[config.mk]
export PLATFORM = sky130hd
export DESIGN_NAME = vbad_div
export DESIGN_NICKNAME = d
export VERILOG_FILES = /design/src/rtl/vbad_pkg.sv /design/src/rtl/vbad_div.sv
export SDC_FILE = /design/constraint.sdc
export NUM_CORES = 1
export LEC_CHECK = 0
export BUFFER_PORTS_ARGS = -buffer_cell sky130_fd_sc_hd__buf_2
export CAP_MARGIN = 10
export CELL_PAD_IN_SITES_DETAIL_PLACEMENT = 0
export CELL_PAD_IN_SITES_GLOBAL_PLACEMENT = 1
export CORE_ASPECT_RATIO = 1.1
export CORE_MARGIN = 8
export CORE_UTILIZATION = 48
export DETAILED_ROUTE_END_ITERATION = 7
export PLACE_DENSITY_LB_ADDON = 0.1
export SLEW_MARGIN = 20
export SYNTH_ARGS = -nofsm -noshare
export SYNTH_HDL_FRONTEND = slang
export SYNTH_SLANG_ARGS = --single-unit
[constraint.sdc]
create_clock -name aclk -period 7.55 [get_ports aclk]
set_clock_uncertainty 0.2 [all_clocks]
set_input_delay 0.755 -clock aclk [delete_from_list [all_inputs] [get_ports aclk]]
set_output_delay 0.755 -clock aclk [all_outputs]
set_load 0.005 [all_outputs]
[src/rtl/vbad_pkg.sv]
// ----------------------------------------------------------------------------
// vbad_pkg
// shared types and constants of the vector block average decimator
// ----------------------------------------------------------------------------
`default_nettype none

package vbad_pkg;

    // default sizing
    localparam int DEF_MAX_VEC_LEN = 1024;
    localparam int DEF_MAX_AVG     = 256;
    localparam int DEF_SAMPLE_BITS = 16;

    // configuration register file
    localparam int VEC_LEN_W   = 11;
    localparam int AVG_COUNT_W = 9;
    localparam int CFG_DATA_W  = 11;
    localparam int CFG_IDX_W   = 1;

    localparam logic [CFG_IDX_W-1:0] REG_VEC_LEN   = 1'd0;
    localparam logic [CFG_IDX_W-1:0] REG_AVG_COUNT = 1'd1;

    localparam logic [VEC_LEN_W-1:0]   VEC_LEN_RST   = 11'd1024;
    localparam logic [AVG_COUNT_W-1:0] AVG_COUNT_RST = 9'd1;

    typedef enum logic [1:0] {
        ST_IDLE,
        ST_RMW,
        ST_DIV,
        ST_EMIT
    } state_t;

    typedef struct packed {
        logic busy;
        logic done;
    } div_status_t;

endpackage

`default_nettype wire

[src/rtl/vbad_div.sv]
// ----------------------------------------------------------------------------
// vbad_div
// signed by unsigned restoring divider, one quotient bit per cycle,
// quotient truncated toward zero
// ----------------------------------------------------------------------------
`default_nettype none

module vbad_div
    import vbad_pkg::*;
#(
    parameter int DIVIDEND_W = 24,
    parameter int DIVISOR_W  = 9
) (
    input  wire logic                         aclk,
    input  wire logic                         aresetn,
    input  wire logic                         start,
    input  wire logic signed [DIVIDEND_W-1:0] dividend,
    input  wire logic        [DIVISOR_W-1:0]  divisor,
    output logic signed      [DIVIDEND_W-1:0] quotient,
    output div_status_t                       status
);

    localparam int CNT_W = $clog2(DIVIDEND_W + 1);

    logic                  busy_reg, busy_next;
    logic                  done_reg, done_next;
    logic [CNT_W-1:0]      cnt_reg, cnt_next;
    logic [DIVIDEND_W-1:0] quo_reg;
    logic [DIVISOR_W-1:0]  rem_reg;
    logic [DIVISOR_W-1:0]  den_reg;
    logic                  neg_reg;
    logic signed [DIVIDEND_W-1:0] quotient_reg;

    logic [DIVIDEND_W-1:0] magnitude;
    logic [DIVISOR_W:0]    trial;
    logic [DIVISOR_W:0]    diff;
    logic                  ge;
    logic [DIVISOR_W-1:0]  rem_step;
    logic [DIVIDEND_W-1:0] quo_step;

    assign magnitude = dividend[DIVIDEND_W-1] ? DIVIDEND_W'(-dividend) : DIVIDEND_W'(dividend);

    // bring down the next dividend bit and try the subtract
    assign trial    = {rem_reg, quo_reg[DIVIDEND_W-1]};
    assign diff     = trial - {1'b0, den_reg};
    assign ge       = (trial >= {1'b0, den_reg});
    assign rem_step = ge ? diff[DIVISOR_W-1:0] : trial[DIVISOR_W-1:0];
    assign quo_step = {quo_reg[DIVIDEND_W-2:0], ge};

    always_comb begin
        busy_next = busy_reg;
        done_next = 1'b0;
        cnt_next  = cnt_reg;
        if (start) begin
            busy_next = 1'b1;
            cnt_next  = CNT_W'(DIVIDEND_W);
        end else if (busy_reg) begin
            cnt_next = cnt_reg - CNT_W'(1);
            if (cnt_reg == CNT_W'(1)) begin
                busy_next = 1'b0;
                done_next = 1'b1;
            end
        end
    end

    always_ff @(posedge aclk) begin
        if (!aresetn) begin
            busy_reg <= 1'b0;
            done_reg <= 1'b0;
            cnt_reg  <= '0;
        end else begin
            busy_reg <= busy_next;
            done_reg <= done_next;
            cnt_reg  <= cnt_next;
        end
    end

    always_ff @(posedge aclk) begin
        if (start) begin
            quo_reg <= magnitude;
            rem_reg <= '0;
            den_reg <= divisor;
            neg_reg <= dividend[DIVIDEND_W-1];
        end else if (busy_reg) begin
            quo_reg <= quo_step;
            rem_reg <= rem_step;
            if (cnt_reg == CNT_W'(1)) begin
                quotient_reg <= neg_reg ? DIVIDEND_W'(-quo_step) : DIVIDEND_W'(quo_step);
            end
        end
    end

    assign quotient    = quotient_reg;
    assign status.busy = busy_reg;
    assign status.done = done_reg;

endmodule

`default_nettype wire

* Word-level counts from Yosys, hierarchy flattened
Index checks and enable logic that the tools add are counted.
Operators by class: add/sub/neg operators 4, $lt $le $gt $ge 1, eq/ne operators 1, muxes and demuxes 11, bitwise operators 3, reductions and logical operators 4
Operators with widths (number):
- 2-to-1 mux 24 bit | 4
- negation 24 bit | 2
- >= comparator 10 x 9 -> 1 bit | 1
- 2-to-1 mux 5 bit | 2
- 2-to-1 mux 9 bit | 1
- subtractor 9 bit | 1
- == test 5 x 1 -> 1 bit (second input constant) | 1
- subtractor 5 x 1 -> 5 bit (second input constant) | 1
- 2-to-1 mux 1 bit | 4
- inverter 1 bit | 3
- AND reduction 3 bit | 1
- OR reduction 3 bit | 1
- nonzero test 2 bit | 1
- OR reduction 2 bit | 1
Storage, ports and cells: register bits 74, input port bits 36, output and inout port bits 26, word-level logic and storage cells 33

* Logic depth before layout (Yosys ltp)
word-level depth 4, gate-level depth with buffers 15, depth with buffers taken out 12

* Worst setup path after synthesis
No wires, ideal clock.
kind register to register, start register den_reg[4], end register quotient_reg[14], in the netlist quotient[14], data pin, library setup time 0.262 ns, arrival time 2.830 ns, required time 7.088 ns, setup slack 4.258 ns, stages on the path, launching flop included 15, buffers on the path 3, clock period less this slack 3.292 ns, cell sequence edfxtp_1 -> inv_1 -> ha_1 -> a21o_1 -> a21o_1 -> a211o_1 -> buf_2 -> inv_1 -> buf_2 -> ha_1 -> nand2b_1 -> clkbuf_1 -> or3_1 -> o31ai_1 -> xnor2_1
On the way: cells in the longest elaborated chain, start to end 3
RTL lines:
- start: declaration | RTL line vbad_div.sv:30 | logic [DIVISOR_W-1:0] den_reg;
- start signal: assignment | RTL line vbad_div.sv:82 | den_reg <= divisor;
- >= comparator 10 x 9 -> 1 bit | RTL line vbad_div.sv:46 | assign ge = (trial >= {1'b0, den_reg});
- net ge | RTL line vbad_div.sv:37 | logic ge;
- negation 24 bit | RTL line vbad_div.sv:88 | quotient_reg <= neg_reg ? DIVIDEND_W'(-quo_step) : DIVIDEND_W'(quo_step);
- 2-to-1 mux 24 bit | RTL line vbad_div.sv:88
- end signal: assignment | RTL line vbad_div.sv:88
- end: declaration | RTL line vbad_div.sv:32 | logic signed [DIVIDEND_W-1:0] quotient_reg;
The timed path passes the listed nets, and every way through them passes these cells. A chain may end at the register's enable or synchronous reset.

* Worst setup path after layout
start register den_reg[4], end register quotient_reg[14], in the netlist quotient[14], data pin
On the way: cells in the longest elaborated chain, start to end 3
RTL lines (RTL line):
- >= comparator 10 x 9 -> 1 bit | vbad_div.sv:46
- negation 24 bit | vbad_div.sv:88
- 2-to-1 mux 24 bit | vbad_div.sv:88
No other way between the ends.

==> flow_summary.json <==
{
  "status": "finished, final reports clean",
  "p_leak_nw": 1.79,
  "crit_chain": "inv_1, ha_1, a21o_1, a21o_1, a211o_1, inv_1, ha_1, nand2b_1, or3_1, o31ai_1, xnor2_1",
  "design_area_um2": 4660,
  "synth_seq_cells": 74,
  "arrival_ns": 3.51,
  "post_cts_buffers": 0,
  "grt.busiest_layer": "met2",
  "grt_pass1_wl_um": 13500,
  "period_minus_slack_ns": 3.62,
  "pre_cts_ws_ns": 3.94,
  "crit_required_ns": 7.44,
  "drtPass1Iterations": 7,
  "maxCapViolations": 0,
  "cts_resized": 0,
  "cts_max_level": 3,
  "synth_compound_area_frac": 0.153,
  "synth_common_cells": "edfxtp_1 (58), nor2_1 (40), a21oi_1 (27)",
  "fp.dieH_um": 112,
  "cts_buffers": 9,
  "worst-setup-path-type": "reg2reg",
  "viasPerCell": 5.28,
  "core_um2": 8280,
  "cts.path.max_buffers": 2,
  "final-max-slew-violation-count": 0,
  "grt_use_met2": 0.199,
  "globalplace.congestion": 0.818,
  "fin_nets": 485,
  "first_iter_violations": 180,
  "fillers": 736,
  "grt_max_degree": 70,
  "yosys.area.top_type": "edfxtp_1",
  "setup_violations": 0,
  "syn_area_per_cell_um2": 10.7,
  "finalNonFillerCells": 551,
  "start_util": 0.490,
  "dieArea_um2": 11700,
  "place_inst": 535,
  "use_met1": 0.199,
  "hold_violations": 0,
  "antenna_found_initial": 0,
  "vias": 2909,
  "synth-xor-area-share": 0.110,
  "pwr_density_cell_nw_per_um2": 217,
  "grt_pass1_vias": 2832,
  "yosys_warnings": 0,
  "met3_usage": 0.0304,
  "ant_nets": 0,
  "fmax_mhz": 276,
  "io_pins": 62,
  "hold_path.class": "reg2reg",
  "globalRouteOverflowTotal": 0,
  "fin_crit_sh": 0.480,
  "synth-edff-count": 58,
  "worst_setup_path_end_kind": "flip-flop",
  "synth_top_family_by_area": "compound AO/OA/AOI/OAI gates",
  "cpMaxStageDelayCell": "or3_1",
  "grtUsageTotal": 0.141,
  "critical_path.max_stage_delay_ns": 0.47,
  "synth_most_common_cell": "edfxtp_1",
  "worst_pin_slew_ns": 0.874,
  "utilization": 0.563,
  "syn_area_um2": 4060,
  "crit_fanout": 12,
  "clkTransAtPathRegs_ns": 0.08,
  "async_flop_share": 0,
  "synth_area_leaders": "edfxtp_1 (43%), dfxtp_1 (7.9%), xnor2_1 (5.6%), xor2_1 (5.4%), ha_1 (4.0%)",
  "ys_types": 49,
  "synthAdderAreaFrac": 0.0450,
  "drc": 0,
  "tns_ns": 0,
  "synth_cells": 380,
  "synthSimpleGateAreaFrac": 0.128,
  "antenna_cells": 0,
  "startpoint_type": "flip-flop",
  "cts_tree": "done",
  "setup_slack_ns": 3.93,
  "dp_hpwl_um": 6150,
  "synth_top_area_share": 0.429,
  "ir_drop_mv": 0.0765,
  "area_delta_synth_final_pct": 14.7,
  "rows": 35,
  "drive_gt1_frac": 0.195,
  "port_buffers": 61,
  "clk_latency_ns": 0.34,
  "cts_hold_buf": 0,
  "root_buffer": "clkbuf_8",
  "rsz0062_at_grt": "no",
  "placed_area_um2": 4430,
  "clock_sinks": 74,
  "syn-num-nets": 430,
  "timing.max_slew.rel_slack": 0.417,
  "synth-seq-area-share": 0.508,
  "yosys-mux-area-fraction": 0.0148,
  "synth_flop_cell": "edfxtp_1",
  "wl_per_cell_um": 14.8,
  "finalWirelength_um": 8160,
  "die_w_um": 104
}
-- metrics by stage --
step	total power [mW]	hold slack [ns]
after floorplan	0.635	0.226
after global placement	0.681	0.243
after detailed placement	0.684	0.253
after CTS	1.02	0.270
after global routing	1.07	0.309
final	1.01	0.270
-- worst max-delay path, delay by kind of cell, from the launching register on --
family                     cells  cell delay, ns
AOI/OAI and AO/OA              4            1.11
and+or+nand+nor                2            0.67
adders and majority gates      2            0.58
buffers and inverters          2            0.38
DFF                            1            0.34
xor gates and xnor gates       1            0.09
-- power breakdown --
part	internal [mW]	total [mW]	switching, mW
clock	0.193	0.336	0.143
sequential	0.477	0.508	0.0303
combinational	0.0745	0.168	0.0931
-- routing by layer --
layer | wire, um | share of wire
met3 | 370 | 0.045
met2 | 3390 | 0.41
met1 | 4260 | 0.52
met5 | 0 | 0
met4 | 140 | 0.017
-- final cells by class --
class | count | area (um2) | share of cell area
repair buffers | 62 | 313 | 0.0672
inverters | 20 | 75.1 | 0.0161
flip-flops and latches | 74 | 2060 | 0.443
multi-input cells | 268 | 1840 | 0.395
clock buffers | 11 | 174 | 0.0374
well taps | 111 | 139 | 0.0298
clock inverters | 5 | 55.1 | 0.0118
-- path summary, 6_finish.rpt --
kind                    from      endpoint  slack, ns  depth (start not counted)
setup / recovery  den_reg[4]  quotient[14]       3.93                         11
hold / removal    rem_reg[8]    rem_reg[8]       0.27                          2
setup reg to reg  den_reg[4]  quotient[14]       3.93                         11
hold reg to reg   rem_reg[8]    rem_reg[8]       0.27                          2
-- layout by cell type (no fill, tap or decap), drive strengths merged, types with 7 or more instances in the layout --
| cell type | synthesis | layout |
|---|---|---|
| edfxtp | 58 | 58 |
| ha | 13 | 13 |
| buf | 10 | 62 |
| or3 | 7 | 7 |
| nor2 | 40 | 40 |
| a21oi | 27 | 27 |
| clkbuf | 8 | 11 |
| xor2 | 25 | 25 |
| inv | 20 | 22 |
| nand2 | 18 | 18 |
| o21ai | 25 | 25 |
| dfxtp | 16 | 16 |
| o41ai | 11 | 11 |
| o31ai | 10 | 10 |
| xnor2 | 26 | 26 |
-- cells by family (layout without fill, tap and decap cells) --
family	after synthesis	after routing
xor+xnor	51	51
mux	6	6
simple gates	102	102
compound gates	95	95
fa+ha+maj	14	14
buf+inv	38	98
flops	74	74
Note: power is estimated with default switching activity, not from simulation.
